<file path="src/sv/rtd_pkg.sv">
// Shared types and constants for the run-length raster decoder.
`default_nettype none

package rtd_pkg;

    localparam int DEF_MAX_WIDTH = 1024;
    localparam int DEF_MIN_WIDTH = 32;
    localparam int HEADER_WORDS  = 7;

    localparam int WORD_W  = 16;
    localparam int RUN_W   = 8;
    localparam int POS_W   = 10;
    localparam int WIDTH_W = 11;
    localparam int IDX_W   = 3;
    localparam int COLOR_W = 2;

    localparam logic [POS_W-1:0] MAX_ROW = '1;

    // header word numbers that carry settings
    localparam logic [IDX_W-1:0] HDR_WIDTH      = 3'd3;
    localparam logic [IDX_W-1:0] HDR_RUN_WIDTHS = 3'd5;
    localparam logic [IDX_W-1:0] HDR_RED_WIDTH  = 3'd6;

    localparam logic KIND_HEADER  = 1'b0;
    localparam logic KIND_SEGMENT = 1'b1;

    localparam logic [COLOR_W-1:0] COLOR_WHITE = 2'd1;
    localparam logic [COLOR_W-1:0] COLOR_RED   = 2'd2;
    localparam logic [COLOR_W-1:0] COLOR_BLACK = 2'd3;

    typedef enum logic [1:0] {
        S_IDLE,
        S_HEAD,
        S_PAINT
    } t_state;

    typedef struct packed {
        logic load;
        logic emit_hdr;
        logic emit_seg;
    } t_cmd;

    typedef struct packed {
        logic hdr_next;
        logic any_run;
        logic seg_last;
        logic out_free;
    } t_sts;

endpackage

`default_nettype wire

</file>
<file path="src/sv/rtd_ctrl.sv">
// Controller state machine: sequences request intake, header echo and segment painting.
`default_nettype none

module rtd_ctrl (
    input  wire           i_clk,
    input  wire           i_rst_n,
    input  wire           i_valid,
    output logic          o_stall,
    input  rtd_pkg::t_sts i_sts,
    output rtd_pkg::t_cmd o_cmd
);
    import rtd_pkg::*;

    t_state r_state;
    t_state n_state;

    always_ff @(posedge i_clk) begin
        if (!i_rst_n) begin
            r_state <= S_IDLE;
        end else begin
            r_state <= n_state;
        end
    end

    always_comb begin
        n_state = r_state;
        o_cmd   = '0;
        o_stall = 1'b1;
        unique case (r_state)
            S_IDLE: begin
                o_stall = 1'b0;
                if (i_valid) begin
                    o_cmd.load = 1'b1;
                    n_state    = i_sts.hdr_next ? S_HEAD : S_PAINT;
                end
            end
            S_HEAD: begin
                if (i_sts.out_free) begin
                    o_cmd.emit_hdr = 1'b1;
                    n_state        = S_IDLE;
                end
            end
            S_PAINT: begin
                // drop a word whose runs are all empty
                if (!i_sts.any_run) begin
                    n_state = S_IDLE;
                end else if (i_sts.out_free) begin
                    o_cmd.emit_seg = 1'b1;
                    if (i_sts.seg_last) begin
                        n_state = S_IDLE;
                    end
                end
            end
            default: begin
                n_state = S_IDLE;
            end
        endcase
    end

endmodule

`default_nettype wire

</file>
<file path="src/sv/rtd_datapath.sv">
// Datapath: header capture, run extraction, raster position and output register.
`default_nettype none

module rtd_datapath #(
    parameter int MAX_WIDTH = rtd_pkg::DEF_MAX_WIDTH,
    parameter int MIN_WIDTH = rtd_pkg::DEF_MIN_WIDTH
) (
    input  wire                                 i_clk,
    input  wire                                 i_rst_n,
    input  wire  [rtd_pkg::WORD_W-1:0]          i_data_word,
    input  wire                                 i_start_image,
    input  wire                                 i_stall,
    input  rtd_pkg::t_cmd                       i_cmd,
    output rtd_pkg::t_sts                       o_sts,
    output logic                                o_valid,
    output logic                                o_kind,
    output logic [rtd_pkg::IDX_W-1:0]           o_header_index,
    output logic [rtd_pkg::WORD_W-1:0]          o_header_value,
    output logic [rtd_pkg::COLOR_W-1:0]         o_pixel_color,
    output logic [rtd_pkg::POS_W-1:0]           o_seg_x,
    output logic [rtd_pkg::POS_W-1:0]           o_seg_y,
    output logic [rtd_pkg::RUN_W-1:0]           o_seg_len,
    output logic                                o_last
);
    import rtd_pkg::*;

    localparam logic [WIDTH_W-1:0] W_MIN = WIDTH_W'(MIN_WIDTH);
    localparam logic [WIDTH_W-1:0] W_MAX = WIDTH_W'(MAX_WIDTH);

    logic [IDX_W-1:0]   r_wc;
    logic [WIDTH_W-1:0] r_width;
    logic [3:0]         r_bshift;
    logic [3:0]         r_rbits;
    logic [POS_W-1:0]   r_col;
    logic [POS_W-1:0]   r_row;
    logic [RUN_W-1:0]   r_run [3];
    logic [IDX_W-1:0]   r_hidx;
    logic [WORD_W-1:0]  r_word;

    logic               r_ovalid;
    logic               r_okind;
    logic [IDX_W-1:0]   r_ohidx;
    logic [WORD_W-1:0]  r_oword;
    logic [COLOR_W-1:0] r_ocolor;
    logic [POS_W-1:0]   r_ox;
    logic [POS_W-1:0]   r_oy;
    logic [RUN_W-1:0]   r_olen;
    logic               r_olast;

    logic [IDX_W-1:0]   wc_eff;
    logic               hdr_now;
    logic [RUN_W-1:0]   hi_byte;
    logic [RUN_W-1:0]   lo_byte;
    logic [RUN_W-1:0]   black_run;
    logic [RUN_W-1:0]   red_run;
    logic [WIDTH_W-1:0] width_clamped;
    logic [WIDTH_W-1:0] w_eff;
    logic [1:0]         sel;
    logic [RUN_W-1:0]   run_cur;
    logic [WIDTH_W-1:0] col_ext;
    logic [WIDTH_W-1:0] avail;
    logic [RUN_W-1:0]   seg_len;
    logic [WIDTH_W-1:0] col_sum;
    logic               later_empty;
    logic [COLOR_W-1:0] seg_color;
    logic               out_free;

    assign hi_byte = i_data_word[15:8];
    assign lo_byte = i_data_word[7:0];
    assign wc_eff  = i_start_image ? '0 : r_wc;
    assign hdr_now = wc_eff < IDX_W'(HEADER_WORDS);

    assign black_run = r_bshift[3] ? '0 : (lo_byte >> r_bshift[2:0]);
    assign red_run   = r_rbits[3] ? lo_byte : (lo_byte & ~(8'hFF << r_rbits[2:0]));

    always_comb begin
        if (i_data_word < WORD_W'(MIN_WIDTH)) begin
            width_clamped = W_MIN;
        end else if (i_data_word > WORD_W'(MAX_WIDTH)) begin
            width_clamped = W_MAX;
        end else begin
            width_clamped = i_data_word[WIDTH_W-1:0];
        end
    end

    // a width never set reads as the minimum
    assign w_eff = (r_width < W_MIN) ? W_MIN : r_width;

    // pick the first run still pending: white, then black, then red
    always_comb begin
        if (r_run[0] != '0) begin
            sel         = 2'd0;
            seg_color   = COLOR_WHITE;
            later_empty = (r_run[1] == '0) && (r_run[2] == '0);
        end else if (r_run[1] != '0) begin
            sel         = 2'd1;
            seg_color   = COLOR_BLACK;
            later_empty = (r_run[2] == '0);
        end else begin
            sel         = 2'd2;
            seg_color   = COLOR_RED;
            later_empty = 1'b1;
        end
    end

    assign run_cur = r_run[sel];
    assign col_ext = {1'b0, r_col};
    assign avail   = (col_ext < w_eff) ? (w_eff - col_ext) : WIDTH_W'(1);
    assign seg_len = (WIDTH_W'(run_cur) < avail) ? run_cur : avail[RUN_W-1:0];
    assign col_sum = col_ext + WIDTH_W'(seg_len);

    assign out_free = !r_ovalid || !i_stall;

    always_comb begin
        o_sts          = '0;
        o_sts.hdr_next = hdr_now;
        o_sts.any_run  = (r_run[0] != '0) || (r_run[1] != '0) || (r_run[2] != '0);
        o_sts.seg_last = (run_cur == seg_len) && later_empty;
        o_sts.out_free = out_free;
    end

    // control-side state
    always_ff @(posedge i_clk) begin
        if (!i_rst_n) begin
            r_wc     <= '0;
            r_width  <= '0;
            r_bshift <= '0;
            r_rbits  <= '0;
            r_col    <= '0;
            r_row    <= '0;
            r_run[0] <= '0;
            r_run[1] <= '0;
            r_run[2] <= '0;
        end else if (i_cmd.load) begin
            if (i_start_image) begin
                r_col <= '0;
                r_row <= '0;
            end
            if (hdr_now) begin
                r_wc     <= wc_eff + IDX_W'(1);
                r_run[0] <= '0;
                r_run[1] <= '0;
                r_run[2] <= '0;
                if (wc_eff == HDR_WIDTH) begin
                    r_width <= width_clamped;
                end
                if (wc_eff == HDR_RUN_WIDTHS) begin
                    r_bshift <= (lo_byte > 8'd15) ? 4'd15 : lo_byte[3:0];
                end
                if (wc_eff == HDR_RED_WIDTH) begin
                    r_rbits <= (hi_byte > 8'd15) ? 4'd15 : hi_byte[3:0];
                end
            end else begin
                r_wc     <= wc_eff;
                r_run[0] <= hi_byte;
                r_run[1] <= black_run;
                r_run[2] <= red_run;
            end
        end else if (i_cmd.emit_seg) begin
            r_run[sel] <= run_cur - seg_len;
            // wrap to the next row at the image width, holding the last row
            if (col_sum >= w_eff) begin
                r_col <= '0;
                if (r_row != MAX_ROW) begin
                    r_row <= r_row + POS_W'(1);
                end
            end else begin
                r_col <= col_sum[POS_W-1:0];
            end
        end
    end

    always_ff @(posedge i_clk) begin
        if (i_cmd.load) begin
            r_hidx <= wc_eff;
            r_word <= i_data_word;
        end
    end

    always_ff @(posedge i_clk) begin
        if (!i_rst_n) begin
            r_ovalid <= 1'b0;
        end else if (i_cmd.emit_hdr || i_cmd.emit_seg) begin
            r_ovalid <= 1'b1;
        end else if (!i_stall) begin
            r_ovalid <= 1'b0;
        end
    end

    always_ff @(posedge i_clk) begin
        if (i_cmd.emit_hdr) begin
            r_okind  <= KIND_HEADER;
            r_ohidx  <= r_hidx;
            r_oword  <= r_word;
            r_ocolor <= '0;
            r_ox     <= '0;
            r_oy     <= '0;
            r_olen   <= '0;
            r_olast  <= 1'b1;
        end else if (i_cmd.emit_seg) begin
            r_okind  <= KIND_SEGMENT;
            r_ohidx  <= '0;
            r_oword  <= '0;
            r_ocolor <= seg_color;
            r_ox     <= r_col;
            r_oy     <= r_row;
            r_olen   <= seg_len;
            r_olast  <= o_sts.seg_last;
        end
    end

    assign o_valid        = r_ovalid;
    assign o_kind         = r_okind;
    assign o_header_index = r_ohidx;
    assign o_header_value = r_oword;
    assign o_pixel_color  = r_ocolor;
    assign o_seg_x        = r_ox;
    assign o_seg_y        = r_oy;
    assign o_seg_len      = r_olen;
    assign o_last         = r_olast;

endmodule

`default_nettype wire

</file>
<file path="src/sv/rle_tricolor_raster_decoder.sv">
// Top level of the run-length decoder for three-color raster images.
`default_nettype none

// Takes an image stream one 16-bit word per request (first stream byte in bits
// 15..8). The first seven words of an image are header words; each is echoed as
// one result with kind 0 and last set. Word 3 sets the image width, clamped to
// MIN_WIDTH..MAX_WIDTH; the low byte of word 5 sets the black shift and the high
// byte of word 6 the red field width. Every later word carries a white, a black
// and a red run that are painted in raster order, wrapping at the image width,
// and each run comes out as one segment per row it touches (kind 1); the row
// saturates at 1023. A word whose runs are all empty gives no result. Raising
// start_image with a word restarts header parsing at position 0,0 with that word.
// One request is in work at a time: a header word is loaded and then echoed, and
// a body word is loaded and then painted one segment at a time, or dropped when
// all its runs are empty, because the shared column/row update unit produces one
// segment per cycle while the output register is not stalled. No clearing pass
// follows reset.
module rle_tricolor_raster_decoder #(
    parameter int MAX_WIDTH = rtd_pkg::DEF_MAX_WIDTH,
    parameter int MIN_WIDTH = rtd_pkg::DEF_MIN_WIDTH
) (
    input  wire                                 i_clk,
    input  wire                                 i_rst_n,
    input  wire                                 i_valid,
    output logic                                o_stall,
    input  wire  [rtd_pkg::WORD_W-1:0]          i_data_word,
    input  wire                                 i_start_image,
    output logic                                o_valid,
    input  wire                                 i_stall,
    output logic                                o_kind,
    output logic [rtd_pkg::IDX_W-1:0]           o_header_index,
    output logic [rtd_pkg::WORD_W-1:0]          o_header_value,
    output logic [rtd_pkg::COLOR_W-1:0]         o_pixel_color,
    output logic [rtd_pkg::POS_W-1:0]           o_seg_x,
    output logic [rtd_pkg::POS_W-1:0]           o_seg_y,
    output logic [rtd_pkg::RUN_W-1:0]           o_seg_len,
    output logic                                o_last
);
    import rtd_pkg::*;

    t_cmd cmd;
    t_sts sts;

    // sequence load, header echo and one segment per cycle while the output is free
    rtd_ctrl u_ctrl (
        .i_clk   (i_clk),
        .i_rst_n (i_rst_n),
        .i_valid (i_valid),
        .o_stall (o_stall),
        .i_sts   (sts),
        .o_cmd   (cmd)
    );

    // hold header settings and raster position, build each result
    rtd_datapath #(
        .MAX_WIDTH (MAX_WIDTH),
        .MIN_WIDTH (MIN_WIDTH)
    ) u_datapath (
        .i_clk          (i_clk),
        .i_rst_n        (i_rst_n),
        .i_data_word    (i_data_word),
        .i_start_image  (i_start_image),
        .i_stall        (i_stall),
        .i_cmd          (cmd),
        .o_sts          (sts),
        .o_valid        (o_valid),
        .o_kind         (o_kind),
        .o_header_index (o_header_index),
        .o_header_value (o_header_value),
        .o_pixel_color  (o_pixel_color),
        .o_seg_x        (o_seg_x),
        .o_seg_y        (o_seg_y),
        .o_seg_len      (o_seg_len),
        .o_last         (o_last)
    );

endmodule

`default_nettype wire

</file>
<file path="config.mk">
export PLATFORM = sky130hd
export DESIGN_NAME = rle_tricolor_raster_decoder
export DESIGN_NICKNAME = d
export VERILOG_FILES = /design/src/sv/rtd_pkg.sv /design/src/sv/rtd_ctrl.sv /design/src/sv/rtd_datapath.sv /design/src/sv/rle_tricolor_raster_decoder.sv
export SDC_FILE = /design/constraint.sdc
export NUM_CORES = 1
export LEC_CHECK = 0
export BUFFER_PORTS_ARGS = -buffer_cell sky130_fd_sc_hd__buf_2
export CORE_MARGIN = 4
export CORE_UTILIZATION = 30
export DETAILED_ROUTE_END_ITERATION = 7
export GPL_ROUTABILITY_DRIVEN = 0
export PLACE_DENSITY_LB_ADDON = 0.12
export SLEW_MARGIN = 15
export SYNTH_ARGS = -nofsm -noshare
export SYNTH_HDL_FRONTEND = slang
export SYNTH_SLANG_ARGS = --single-unit
</file>
<file path="constraint.sdc">
create_clock -name i_clk -period 9.8 [get_ports i_clk]
set_clock_uncertainty 0.1 [all_clocks]
set_input_delay 0.49 -clock i_clk [delete_from_list [all_inputs] [get_ports i_clk]]
set_output_delay 0.49 -clock i_clk [all_outputs]
set_load 0.02 [all_outputs]
</file>
# After elaboration in Yosys (flattened, before gate mapping)
# Memories as Yosys holds them, arrays and structs flattened.
# Index checks and enable logic that the tools add are counted.
[word_totals]
reg_bits = 115
ramBits = 24
output_inout_bits = 53
wordCells = 148
memories = 1
[memory_table]
columns = ["name", "words", "width", "rd", "rd_ports_with_merged_regs", "write_ports", "line", "text"]
rows = [
  ["u_datapath.r_run", 3, 8, 4, 0, 3, "rtd_datapath.sv:36", "logic [RUN_W-1:0] r_run [3];"],
]
[op_classes]
n_addsub = 5
order_cmp = 9
eq_ne = 13
shifts = 2
muxes = 67
bitwise_logic = 8
n_reduce_logical = 25
[op_table]
columns = ["operator", "count"]
rows = [
  ["$mux W10", 8],
  ["$mux W8", 10],
  ["$mux W11", 4],
  ["$mux W16", 2],
  ["$mux W1", 26],
  ["$reduce_bool A8 Y1", 3],
  ["$mux W2", 10],
  ["$gt A16 B11 Y1 const B", 1],
  ["$gt A8 B4 Y1 const B", 2],
  ["$logic_not A8 Y1", 2],
  ["$lt A16 B6 Y1 const B", 1],
  ["$mux W3", 4],
  ["$add A10 B8 Y11", 1],
  ["$ge A11 B11 Y1", 1],
  ["$lt A10 B11 Y1", 1],
  ["$lt A11 B6 Y1 const B", 1],
  ["$lt A8 B11 Y1", 1],
  ["$sub A11 B10 Y11", 1],
  ["$add A10 B1 Y10 const B", 1],
  ["$ne A10 B10 Y1 const B", 1],
  ["$reduce_and A3 Y1", 3],
  ["$and A8 B8 Y8", 1],
  ["$eq A8 B8 Y1", 1],
  ["$mux W4", 2],
  ["other kinds (24)", 41],
]

# Longest topological paths before layout
# An unclocked memory read counts as a cell.
[depth]
depth_word = 13
mapped_depth = 37

# Hierarchy
# A second synthesis with hierarchy kept.
[unflattened]
hier_cells = 815
area_unflattened_um2 = 7734.9
[by_module_without_submodules]
columns = ["mod", "instances", "cells_each", "area_each_um2"]
rows = [
  ["rtd_datapath", 1, 800, 7608.5],
  ["rtd_ctrl", 1, 15, 126.4],
]

# Least setup slack after synthesis
# OpenSTA, ideal clock, no wires.
[synth_timing]
path_kind = "flip-flop to flip-flop"
startpoint = "register u_datapath.r_width[7]"
endpoint = "register u_datapath.r_row[6]"
setup_time_ps = 101
t_arrival_ps = 7013
required_time_ps = 9599
setup_slack_ps = 2586
stages_incl_launch_ff = 37
n_path_buf = 2
cell_sequence = "dfxtp_1 > nor4_1 > nand2_1 > nand2_1 > inv_1 > ha_1 > nand3_1 > o21bai_1 > nand4b_1 > and2_1 > clkbuf_1 > nand2_1 > ha_1 > a311o_1 > a211oi_1 > or3b_2 > a2bb2oi_1 > o2bb2ai_2 > nor3_4 > mux2i_1 > ha_1 > a21o_1 > a21oi_1 > o21bai_1 > a31o_2 > a21oi_1 > xnor2_1 > ha_1 > o21ai_0 > nand2b_1 > a21oi_1 > nor2b_1 > o21a_1 > a21oi_1 > clkbuf_1 > o311ai_0 > o41ai_1"
[synth_via]
elab_chain_cells = 10
word_cells_on_any_way = 11
[synth_lines]
columns = ["item", "line", "text"]
rows = [
  ["start, declared", "rtd_datapath.sv:31", "logic [WIDTH_W-1:0] r_width;"],
  ["start signal, assigned", "rtd_datapath.sv:145", "r_width <= width_clamped;"],
  ["$lt A11 B6 Y1", "rtd_datapath.sv:87", "assign w_eff = (r_width < W_MIN) ? W_MIN : r_width;"],
  ["$mux W11 *", "rtd_datapath.sv:87", ""],
  ["$sub A11 B10 Y11 or $lt A10 B11 Y1 (tied branches)", "rtd_datapath.sv:108", "assign avail = (col_ext < w_eff) ? (w_eff - col_ext) : WIDTH_W'(1);"],
  ["$mux W11 *", "rtd_datapath.sv:108", ""],
  ["$lt A8 B11 Y1", "rtd_datapath.sv:109", "assign seg_len = (WIDTH_W'(run_cur) < avail) ? run_cur : avail[RUN_W-1:0];"],
  ["$mux W8 *", "rtd_datapath.sv:109", ""],
  ["named net u_datapath.seg_len[1]", "rtd_datapath.sv:62", "logic [RUN_W-1:0] seg_len;"],
  ["$add A10 B8 Y11 *", "rtd_datapath.sv:110", "assign col_sum = col_ext + WIDTH_W'(seg_len);"],
  ["$ge A11 B11 Y1 *", "rtd_datapath.sv:162", "if (col_sum >= w_eff) begin"],
  ["$reduce_bool A2 Y1 (no source line) *", "n/a", ""],
  ["$reduce_and A4 Y1 (no source line) *", "n/a", ""],
  ["end signal, assigned", "rtd_datapath.sv:165", "r_row <= r_row + POS_W'(1);"],
  ["end, declared", "rtd_datapath.sv:35", "logic [POS_W-1:0] r_row;"],
]
# The timed path passes the listed nets; every way through them passes the cells marked *.
# A chain may end at the register's enable or synchronous reset.

# Worst setup path after layout
[layout_timing]
startpoint = "register u_datapath.r_width[7]"
endpoint = "register u_datapath.r_col[9]"
[layout_via]
elab_chain_cells = 11
word_cells_on_any_way = 12
[layout_lines]
columns = ["item", "line", "text"]
rows = [
  ["$lt A11 B6 Y1", "rtd_datapath.sv:87", ""],
  ["$mux W11 *", "rtd_datapath.sv:87", ""],
  ["$sub A11 B10 Y11 or $lt A10 B11 Y1 (tied branches)", "rtd_datapath.sv:108", ""],
  ["$mux W11 *", "rtd_datapath.sv:108", ""],
  ["$lt A8 B11 Y1", "rtd_datapath.sv:109", ""],
  ["$mux W8 *", "rtd_datapath.sv:109", ""],
  ["named net u_datapath.seg_len[1]", "rtd_datapath.sv:62", ""],
  ["$add A10 B8 Y11 *", "rtd_datapath.sv:110", ""],
  ["$ge A11 B11 Y1", "rtd_datapath.sv:162", ""],
  ["$mux W10 *", "rtd_datapath.sv:162", ""],
  ["$mux W10 *", "rtd_datapath.sv:159", "end else if (i_cmd.emit_seg) begin"],
  ["$mux W10 *", "rtd_datapath.sv:134", "end else if (i_cmd.load) begin"],
  ["end signal, assigned", "rtd_datapath.sv:168", "r_col <= col_sum[POS_W-1:0];"],
  ["end, declared", "rtd_datapath.sv:34", "logic [POS_W-1:0] r_col;"],
]
# The timed path passes the listed nets; every way through them passes the cells marked *. The select of a mux whose other input is x is not followed.

==> qor.csv <==
stage,metric,value,unit
timing,finalMaxSlewViolations,0,
clock_network,cts_sinks,139,
clock_network,clk_path_buf_depth,2,
worst_setup_path,startpoint_type,flop,
final_layout,design_area,8910,µm²
final_layout,area.sequential,3400,µm²
timing,finalSetupViolCount,0,
worst_setup_path,worstSetupPathType,flop to flop,
placement,port_buffers,73,
die,die_w,168,µm
timing,hold_viol_final,0,
detailed_routing,wl,22.6,mm
final_layout,synthToLayoutAreaGrowth,16.8,%
yosys,ys_seq_elements,139,
timing,relSlewSlack,0.391,
clock_network,cts-root-buf,clkbuf_16,
clock_network,tritoncts,built,
placement,post-place-ws,1340,ps
power_and_ir_drop,finalPower,0.00148,W
die,core-area,25100,µm²
yosys,async_reset_ff_frac,0,
timing,rsz0062_at_grt,no,
yosys,syn-cell-area,7630,µm²
global_routing,grt_first_pass_wirelength,36.4,mm
detailed_routing,wl_per_cell,18.6,µm
yosys,post_synth_num_cell_types,71,
timing,setup-tns-final,0,ps
final_layout,layout.nets,945,
worst_setup_path,r2r_cells,34,
worst_setup_path,cp_slowest_cell,a21oi_1,
power_and_ir_drop,pwr-share-comb,0.131,
global_routing,overflow,0,
power_and_ir_drop,internal-power,0.00107,W
power_and_ir_drop,pwr-share-clk,0.444,
worst_setup_path,cp_max_fo,12,
die,start_util,0.304,
global_routing,grt_pass1_vias,6261,
power_and_ir_drop,p_per_area,166,nW/µm²
die,die_area,28100,µm²
timing,min_period_over_period,0.867,
status,status,completed,
final_layout,multi_input_comb_area,3890,µm²
power_and_ir_drop,switchingPower,0.000413,W
worst_setup_path,worst_setup_path_end_kind,flop,
worst_setup_path,worst-path-stages,34,
detailed_routing,dr_total_vias,6172,
worst_hold_path,worstHoldPathType,input port to flop,
worst_setup_path,crit_family,compound AO/OA/AOI/OAI gates,
job,drv_cap,0,
detailed_routing,vias_per_cell,5.08,
global_routing,antenna_found_initial,0,
clock_network,clk-insertion-delay-late,420,ps
final_layout,fillCellCount,2636,
clock_network,cts_made_buffers,17,
final_layout,post-route-util,0.355,
yosys,synthFlopType,dfxtp_1,
yosys,synth.avg_cell_area,9.43,µm²
yosys,ys_warn_count,0,
clock_network,hold_buffers,0,
worst_setup_path,required,10030,ps
detailed_routing,drt_first_pass_iters,7,
final_layout,drive_above_1_share,0.153,
timing,fmax,118,MHz
die,io_pins,74,
clock_network,h-tree-depth,4,
yosys,postSynthNetCount,882,
power_and_ir_drop,swShare,0.279,
power_and_ir_drop,p_leak,3.61,nW
worst_setup_path,cp.arrival,8720,ps
global_routing,grt_usage,0.165,
timing,fin_ws,1310,ps
yosys,synth_edf_count,62,
power_and_ir_drop,peakVddDrop,0.0791,mV
die,rows,58,
detailed_routing,route.detailed.drc,0,
worst_hold_path,hold_depth,1,
clock_network,cts_resized,0,
placement,hpwl,17.0,mm
power_and_ir_drop,seqPwrFrac,0.425,
timing,worst_pin_slew,913,ps
placement,dpl_cell_area,8320,µm²
worst_setup_path,crit_buf_inv,1,
die,die_y,168,µm
clock_network,clk_pin_slew,70,ps
yosys,ys_seq_area_frac,0.446,
detailed_routing,drt_iter0_drc,448,
yosys,netlist_instances,809,
detailed_routing,detail-route-antenna-nets,0,
global_routing,grt_max_degree,38,
worst_setup_path,slowest_delay,730,ps
final_layout,n_antenna_cell,0,
timing,layout_min_cycle_time,8490,ps
clock_network,cts_setup_buffers,0,
==> power by group through the flow <==
stage          Sequential, W  Combinational, W  Clock [W]
2_1_floorplan       0.000644          0.000124          0
3_3_place_gp        0.000642          0.000197          0
3_5_place_dp        0.000642          0.000196          0
4_1_cts             0.000629          0.000197   0.000674
5_1_grt             0.000630          0.000216   0.000704
6_report            0.000629          0.000195   0.000658
==> metal layers <==
| layer | track usage | part of all wire | vias up |
|---|---|---|---|
| met1 | 0.226 | 0.49 | 2938 |
| met4 | 0.0406 | 0.014 | 0 |
| li1 | - | - | 3097 |
| met2 | 0.272 | 0.46 | 118 |
| met3 | 0.0300 | 0.031 | 19 |
| met5 | 0 | 0 | - |
==> synth_stat cells (10+ instances only) <==
cell type,instances,area (µm²)
a22oi_1,18,135
nor2_1,70,263
edfxtp_1,62,1860
nand2_1,74,278
dfxtp_1,77,1540
mux2i_1,13,130
clkbuf_1,31,116
nand2b_1,15,93.8
a21o_1,10,75.1
o21ai_0,45,225
o22ai_1,10,62.6
a21oi_1,47,235
ha_1,49,613
nand3_1,45,225
and3_1,25,156
a211oi_1,14,105
xnor2_1,15,131
inv_1,53,199
==> cell usage in the layout, fill, tap and decap left out, drive strengths merged, types with 18 or more instances in the layout <==
cell type / instances
clkbuf: 18
ha: 49
a21oi: 49
inv: 59
a22oi: 18
nand3: 45
nor2: 70
nand2: 74
and3: 25
edfxtp: 62
o21ai: 46
buf: 79
dfxtp: 77
==> metrics by stage <==
stage | std cells | hold WS (ps)
finish | 1215 | 186
detailed placement | 1183 | 344
CTS | 1215 | 167
global placement | 1183 | 340
floorplan | 809 | 335
global route | 1215 | 169
==> registers in the layout (all words and copies together) (netlist names), 4 cells and up <==
signal	cells
u_datapath.r_run	24
u_datapath.o_header_value	16
u_datapath.r_word	16
u_datapath.r_width	11
u_datapath.o_seg_x	10
u_datapath.o_seg_y	10
u_datapath.r_col	10
u_datapath.r_row	10
u_datapath.o_seg_len	8
u_datapath.r_bshift	4
u_datapath.r_rbits	4
==> kinds of logic (layout without fill, tap and decap cells) <==
| logic type | after synthesis | after routing | share of synthesized area |
|---|---|---|---|
| simple gates | 284 | 284 | 0.191 |
| compound gates | 206 | 206 | 0.179 |
| flops | 139 | 139 | 0.446 |
| buf+inv | 89 | 165 | 0.0443 |
| fa+ha+maj | 53 | 53 | 0.0895 |
| xor+xnor | 20 | 20 | 0.0230 |
| mux | 18 | 18 | 0.0279 |
==> path summary, 6_finish.rpt <==
path	from	to	slack, ps
hold reg to reg	u_datapath.o_seg_y[9]	u_datapath.o_seg_y[9]	350
setup / recovery	u_datapath.r_width[7]	u_datapath.r_col[9]	1310
hold / removal	i_data_word[14]	u_datapath.r_word[14]	190
setup reg to reg	u_datapath.r_width[7]	u_datapath.r_col[9]	1310
==> cell type report <==
| class | count | area share |
|---|---|---|
| Multi-Input combinational cell | 581 | 0.437 |
| Sequential cell | 139 | 0.382 |
| Clock buffer | 18 | 0.0481 |
| Tap cell | 330 | 0.0463 |
| Timing Repair Buffer | 79 | 0.0460 |
| Inverter | 54 | 0.0227 |
| Clock inverter | 14 | 0.0181 |
No activity file was read; power rests on OpenSTA's default activity.
